File: src/hdl/grc_pkg.sv
// Package of the grid ray caster: sizes, character codes, sine table and helpers.
// No dependencies.
`timescale 1ns / 1ps
`default_nettype none
package grc_pkg;
    localparam int MAP_ROWS = 16;

    // Character codes of the result items.
    localparam logic [3:0] CH_BLANK  = 4'd0;
    localparam logic [3:0] CH_FULL   = 4'd1;
    localparam logic [3:0] CH_DARK   = 4'd2;
    localparam logic [3:0] CH_MEDIUM = 4'd3;
    localparam logic [3:0] CH_LIGHT  = 4'd4;
    localparam logic [3:0] CH_HASH   = 4'd5;
    localparam logic [3:0] CH_X      = 4'd6;
    localparam logic [3:0] CH_DOT    = 4'd7;
    localparam logic [3:0] CH_DASH   = 4'd8;

    // Request types.
    localparam logic REQ_MAP  = 1'b0;
    localparam logic REQ_CAST = 1'b1;

    // Register addresses (word index).
    localparam logic [1:0] REG_WIDTH = 2'd0;
    localparam logic [1:0] REG_FOV   = 2'd1;
    localparam logic [1:0] REG_DEPTH = 2'd2;
    localparam logic [1:0] REG_STEP  = 2'd3;

    // Commands from the controller to the datapath.
    typedef struct packed {
        logic load;      // capture the cast item, start angle division
        logic div_step;  // one restoring-division step for the angle
        logic set_dir;   // form the angle and read the sine table
        logic march;     // one march step
        logic corner;    // evaluate one corner (index in corner_idx)
        logic [1:0] corner_idx;
        logic cdiv_start; // start ceiling division
        logic cdiv_step;  // one ceiling division step
        logic emit_first; // start the row counter
        logic emit_next;  // advance to next row
    } grc_cmd_t;

    // Status from the datapath to the controller.
    typedef struct packed {
        logic march_done;
        logic cdiv_done;
        logic last_row;
    } grc_stat_t;

    // Quarter-wave sine table, 4096 scale.
    function automatic logic [12:0] sine_q(input logic [6:0] k);
        logic [12:0] v;
        case (k)
            7'd0: v = 13'd0;     7'd1: v = 13'd101;   7'd2: v = 13'd201;
            7'd3: v = 13'd301;   7'd4: v = 13'd401;   7'd5: v = 13'd501;
            7'd6: v = 13'd601;   7'd7: v = 13'd700;   7'd8: v = 13'd799;
            7'd9: v = 13'd897;   7'd10: v = 13'd995;  7'd11: v = 13'd1092;
            7'd12: v = 13'd1189; 7'd13: v = 13'd1285; 7'd14: v = 13'd1380;
            7'd15: v = 13'd1474; 7'd16: v = 13'd1567; 7'd17: v = 13'd1660;
            7'd18: v = 13'd1751; 7'd19: v = 13'd1842; 7'd20: v = 13'd1931;
            7'd21: v = 13'd2019; 7'd22: v = 13'd2106; 7'd23: v = 13'd2191;
            7'd24: v = 13'd2276; 7'd25: v = 13'd2359; 7'd26: v = 13'd2440;
            7'd27: v = 13'd2520; 7'd28: v = 13'd2598; 7'd29: v = 13'd2675;
            7'd30: v = 13'd2751; 7'd31: v = 13'd2824; 7'd32: v = 13'd2896;
            7'd33: v = 13'd2967; 7'd34: v = 13'd3035; 7'd35: v = 13'd3102;
            7'd36: v = 13'd3166; 7'd37: v = 13'd3229; 7'd38: v = 13'd3290;
            7'd39: v = 13'd3349; 7'd40: v = 13'd3406; 7'd41: v = 13'd3461;
            7'd42: v = 13'd3513; 7'd43: v = 13'd3564; 7'd44: v = 13'd3612;
            7'd45: v = 13'd3659; 7'd46: v = 13'd3703; 7'd47: v = 13'd3745;
            7'd48: v = 13'd3784; 7'd49: v = 13'd3822; 7'd50: v = 13'd3857;
            7'd51: v = 13'd3889; 7'd52: v = 13'd3920; 7'd53: v = 13'd3948;
            7'd54: v = 13'd3973; 7'd55: v = 13'd3996; 7'd56: v = 13'd4017;
            7'd57: v = 13'd4036; 7'd58: v = 13'd4052; 7'd59: v = 13'd4065;
            7'd60: v = 13'd4076; 7'd61: v = 13'd4085; 7'd62: v = 13'd4091;
            7'd63: v = 13'd4095; 7'd64: v = 13'd4096;
            default: v = 13'd0;
        endcase
        return v;
    endfunction

    // Signed sine of a binary angle, Q1.12.
    function automatic logic signed [13:0] sin_lookup(input logic [15:0] a);
        logic [1:0] q;
        logic [5:0] k;
        logic [12:0] m;
        q = a[15:14];
        k = a[13:8];
        m = q[0] ? sine_q(7'd64 - {1'b0, k}) : sine_q({1'b0, k});
        return q[1] ? -$signed({1'b0, m}) : $signed({1'b0, m});
    endfunction
endpackage
`default_nettype wire

File: src/hdl/grc_ctrl.sv
// Controller state machine of the ray caster: sequences angle division, march,
// corner tests, ceiling division and row emission. Depends on grc_pkg.
`timescale 1ns / 1ps
`default_nettype none
module grc_ctrl
    import grc_pkg::*;
#(
    parameter int DIV_STEPS = 23
) (
    input  wire logic      clk,
    input  wire logic      rst_n,
    input  wire logic      cast_valid,
    output logic           cast_ready,
    input  wire logic      out_ready,
    output logic           out_valid,
    output grc_cmd_t       cmd,
    input  grc_stat_t      stat
);
    typedef enum logic [7:0] {
        S_IDLE   = 8'b00000001,
        S_ADIV   = 8'b00000010,
        S_DIR    = 8'b00000100,
        S_MARCH  = 8'b00001000,
        S_CORNER = 8'b00010000,
        S_CDIV   = 8'b00100000,
        S_EMIT   = 8'b01000000,
        S_WAIT   = 8'b10000000
    } state_t;

    state_t state_reg, state_next;
    logic [4:0] cnt_reg, cnt_next;

    // Next state and commands.
    always_comb
    begin
        state_next = state_reg;
        cnt_next   = cnt_reg;
        cmd        = '0;
        cast_ready = 1'b0;
        out_valid  = 1'b0;
        case (state_reg)
            S_IDLE:
            begin
                cast_ready = 1'b1;
                if (cast_valid)
                begin
                    cmd.load   = 1'b1;
                    cnt_next   = '0;
                    state_next = S_ADIV;
                end
            end
            S_ADIV:
            begin
                cmd.div_step = 1'b1;
                cnt_next     = cnt_reg + 5'd1;
                if (cnt_reg == 5'(DIV_STEPS - 1))
                    state_next = S_DIR;
            end
            S_DIR:
            begin
                cmd.set_dir = 1'b1;
                state_next  = S_MARCH;
            end
            S_MARCH:
            begin
                if (stat.march_done)
                begin
                    cnt_next   = '0;
                    state_next = S_CORNER;
                end
                else
                    cmd.march = 1'b1;
            end
            S_CORNER:
            begin
                cmd.corner     = 1'b1;
                cmd.corner_idx = cnt_reg[1:0];
                cnt_next       = cnt_reg + 5'd1;
                if (cnt_reg[1:0] == 2'd3)
                begin
                    cmd.cdiv_start = 1'b1;
                    cnt_next       = '0;
                    state_next     = S_CDIV;
                end
            end
            S_CDIV:
            begin
                // The datapath counts its own division steps.
                if (stat.cdiv_done)
                    state_next = S_WAIT;
                else
                    cmd.cdiv_step = 1'b1;
            end
            S_WAIT:
            begin
                cmd.emit_first = 1'b1;
                state_next     = S_EMIT;
            end
            S_EMIT:
            begin
                out_valid = 1'b1;
                if (out_ready)
                begin
                    if (stat.last_row)
                        state_next = S_IDLE;
                    else
                        cmd.emit_next = 1'b1;
                end
            end
            default: state_next = S_IDLE;
        endcase
    end

    always_ff @(posedge clk or negedge rst_n)
    begin
        if (!rst_n)
        begin
            state_reg <= S_IDLE;
            cnt_reg   <= '0;
        end
        else
        begin
            state_reg <= state_next;
            cnt_reg   <= cnt_next;
        end
    end
endmodule
`default_nettype wire

File: config.mk
export PLATFORM = sky130hd
export DESIGN_NAME = grc_ctrl
export DESIGN_NICKNAME = d
export VERILOG_FILES = /design/src/hdl/grc_pkg.sv /design/src/hdl/grc_ctrl.sv
export SDC_FILE = /design/constraint.sdc
export NUM_CORES = 1
export LEC_CHECK = 0
export BUFFER_PORTS_ARGS = -buffer_cell sky130_fd_sc_hd__buf_2
export CORE_MARGIN = 2
export CORE_UTILIZATION = 53
export DETAILED_ROUTE_END_ITERATION = 8
export GPL_ROUTABILITY_DRIVEN = 0
export GPL_TIMING_DRIVEN = 0
export PLACE_DENSITY = 0.78
export SETUP_SLACK_MARGIN = 0.5
export SYNTH_ARGS = -nofsm -noshare
export SYNTH_HDL_FRONTEND = slang
export SYNTH_SLANG_ARGS = --single-unit
File: constraint.sdc
create_clock -name clk -period 2.1 [get_ports clk]
set_input_delay 0 -clock clk [delete_from_list [all_inputs] [get_ports clk]]
set_output_delay 0 -clock clk [all_outputs]
set_load 0.01 [all_outputs]
==> flow_metrics.tcl <==
set metrics [dict create \
    yosysTopAreaCell "dfrtp_1" \
    crit_type "register to output pin" \
    final_area_um2 1450 \
    syn_area_um2 973 \
    dieArea_um2 2200 \
    nNetsFinal 167 \
    nFillCells 102 \
    start_util 0.564 \
    row_count 15 \
    ios 20 \
    ys_types 47 \
    final_cells 181 \
    grt_max_degree 14 \
    worst_ep_arrival_time_ns 1.97 \
    cts_buffer_depth 2 \
    pre_cts_slack_ns 0.245 \
    drt_wl_total_mm 2.96 \
    viasPerCell 5.90 \
    period_needed_ns 1.97 \
    h-tree-depth 1 \
    synth_area_leaders "dfrtp_1 31%, nor2_1 6.2%, nor3_1 4.1%" \
    area_growth_syn_to_layout_pct 49.2 \
    leakage_nw 0.731 \
    dieHeight_um 46.9 \
    grt.total_usage 0.295 \
    crit_buf_inv 2 \
    synth_edf_count 0 \
    antenna_found_initial 0 \
    wl_per_cell_um 16.4 \
    n_antenna_cell 0 \
    max_freq_mhz 507 \
    yosysWarnings 0 \
    synth_top_cell_area_share 0.308 \
    fin_ws_ns 0.128 \
    start_kind "register" \
    fin_util 0.841 \
    slew_viol_final 0 \
    drive_gt1_frac 0.481 \
    fin_crit_sh 0.939 \
    crit_required_ns 2.10 \
    portBuffers 19 \
    hp-class "input pin to register" \
    cts_tree "done" \
    largest_reg_flops 8 \
    slowest_delay_ns 0.45 \
    timing.hold.ws_ns 0.0663 \
    drt_pass1_iterations 4 \
    drt_iter0_drc 42 \
    grt_pass1_wl_mm 4.56 \
    ant_nets 0 \
    async_flop_share 1.00 \
    path_delay_family "simple AND/OR/NAND/NOR gates" \
    tightest_slew_ns 0.405 \
    end_kind "output pin" \
    path_clk_slew_ns 0.09 \
    crit_chain "buf_6, or3_4, or4_4, nor2_4, and2_4, buf_2" \
    power_mw 1.46 \
    synth_area_per_cell_um2 8.77 \
    ys_seq_area_frac 0.335 \
    die_w_um 46.9 \
    core_um2 1730 \
    dp_hpwl_mm 1.73 \
    syn_inst 111 \
    cts_made_buffers 3 \
    setup_violations 0 \
    grt_pass1_vias 1003 \
    clkSinkCount 13 \
    path_max_fanout 2 \
    clockRootBuffer "clkbuf_4" \
    synth_fp_nets 121 \
    max_cap_violations 0 \
    synth_ff_type "dfrtp_1" \
    grt_overflow 0 \
    placed_cell_area_um2 1110 \
    slowest_stage "or4_4" \
    hold_viol 0 \
    clock_skew_ns 0.00859 \
    placedCellCount 155 \
    cellPowerDensity_nw_per_um2 1010 \
    drc 0 \
    slew-limit-headroom 0.727 \
    insertion_delay_ns 0.28 \
    worst_ir_drop_vdd_v 0.000726 \
    vias 1068 \
    rsz0062_at_grt "yes" \
    yosys_register_bits 13 \
    finalSetupTns_ns 0 \
    status "completed" \
]
==> layout make-up <==
class	count	area (um2)	area share
well taps	25	31.3	0.0215
inverters	5	18.8	0.0129
clock buffers	4	26.3	0.0181
plain buffers	7	75.1	0.0517
multi-input cells	86	656	0.451
repair buffers	41	318	0.219
flip-flops and latches	13	328	0.226
==> where the power goes <==
group          leakage [nW]  switching (mW)  total, mW  internal (mW)
clock                0.0150          0.0884      0.162         0.0738
combinational         0.543           0.443      0.938          0.496
sequential            0.173          0.0572      0.364          0.307
==> cell usage after synthesis, types with 2 or more instances <==
| cell type | instances |
|---|---|
| nor2_1 | 16 |
| dfrtp_1 | 12 |
| nand2_1 | 8 |
| nor3_1 | 8 |
| inv_1 | 5 |
| ha_1 | 3 |
| nand3_1 | 3 |
| nand4b_1 | 3 |
| o21ai_0 | 3 |
| o31ai_1 | 3 |
| a21o_1 | 2 |
| a21oi_1 | 2 |
| a2bb2oi_1 | 2 |
| and3b_1 | 2 |
| and4b_1 | 2 |
| buf_4 | 2 |
| buf_6 | 2 |
| clkbuf_8 | 2 |
| nor2b_1 | 2 |
| or2_2 | 2 |
==> placed cells by master (no fill, tap or decap), types with 3 or more instances in the layout <==
cell type	n
clkbuf_4	4
dfrtp_1	11
nand2_1	8
buf_2	15
nand4b_1	3
nor3_1	5
buf_4	15
ha_1	3
nor2_1	11
o31ai_1	3
buf_6	11
inv_1	5
nor2_4	4
==> worst paths after layout <==
kind,to,cells after the start,startpoint,slack [ns]
min in group asynchronous,cnt_reg[0]$_DFFE_PN0P_,2,rst_n,0.13
setup / recovery,cmd[10],6,state_reg[5]$_DFFE_PN0P_,0.13
hold / removal,state_reg[5]$_DFFE_PN0P_,3,stat[1],0.07
max in group asynchronous,state_reg[0]$_DFFE_PN1P_,2,rst_n,1.68
setup reg to reg,state_reg[1]$_DFFE_PN0P_,8,state_reg[5]$_DFFE_PN0P_,0.23
hold reg to reg,cnt_reg[4]$_DFFE_PN0P_,1,cnt_reg[4]$_DFFE_PN0P_,0.51
==> worst register-to-register path, cell delays in order (launching register included) <==
cell and delay [ns]:
dfrtp_1 0.38, buf_6 0.12, or3_4 0.38, or4_4 0.45
nor2_4 0.10, and2_4 0.14, buf_4 0.10, buf_6 0.08
a21o_1 0.06
==> metal layers <==
layer  share of wire  track usage  vias up
li1                -            -      493
met3           0.049       0.0385       12
met4           0.032        0.133        0
met5               0            0        -
met1            0.41        0.382      511
met2            0.51        0.490       52
==> logic make-up (layout without fill, tap and decap cells) <==
| kind of cell | Yosys count | after routing | synth area share |
|---|---|---|---|
| DFF | 13 | 13 | 0.335 |
| adders and majority gates | 3 | 3 | 0.0386 |
| and+or+nand+nor | 60 | 60 | 0.356 |
| buffers and inverters | 12 | 57 | 0.0900 |
| AOI/OAI and AO/OA | 21 | 21 | 0.162 |
| xor gates and xnor gates | 2 | 2 | 0.0180 |
==> what timing repair did <==
action,CTS,global route
hold buffers,2,0
pin swaps,9,6
gates cloned,1,0
resized for setup,22,13
setup endpoints to repair,22,23
endpoints found under the hold margin,14,0
setup buffers,13,6
Power figures use the tool's default switching activity.
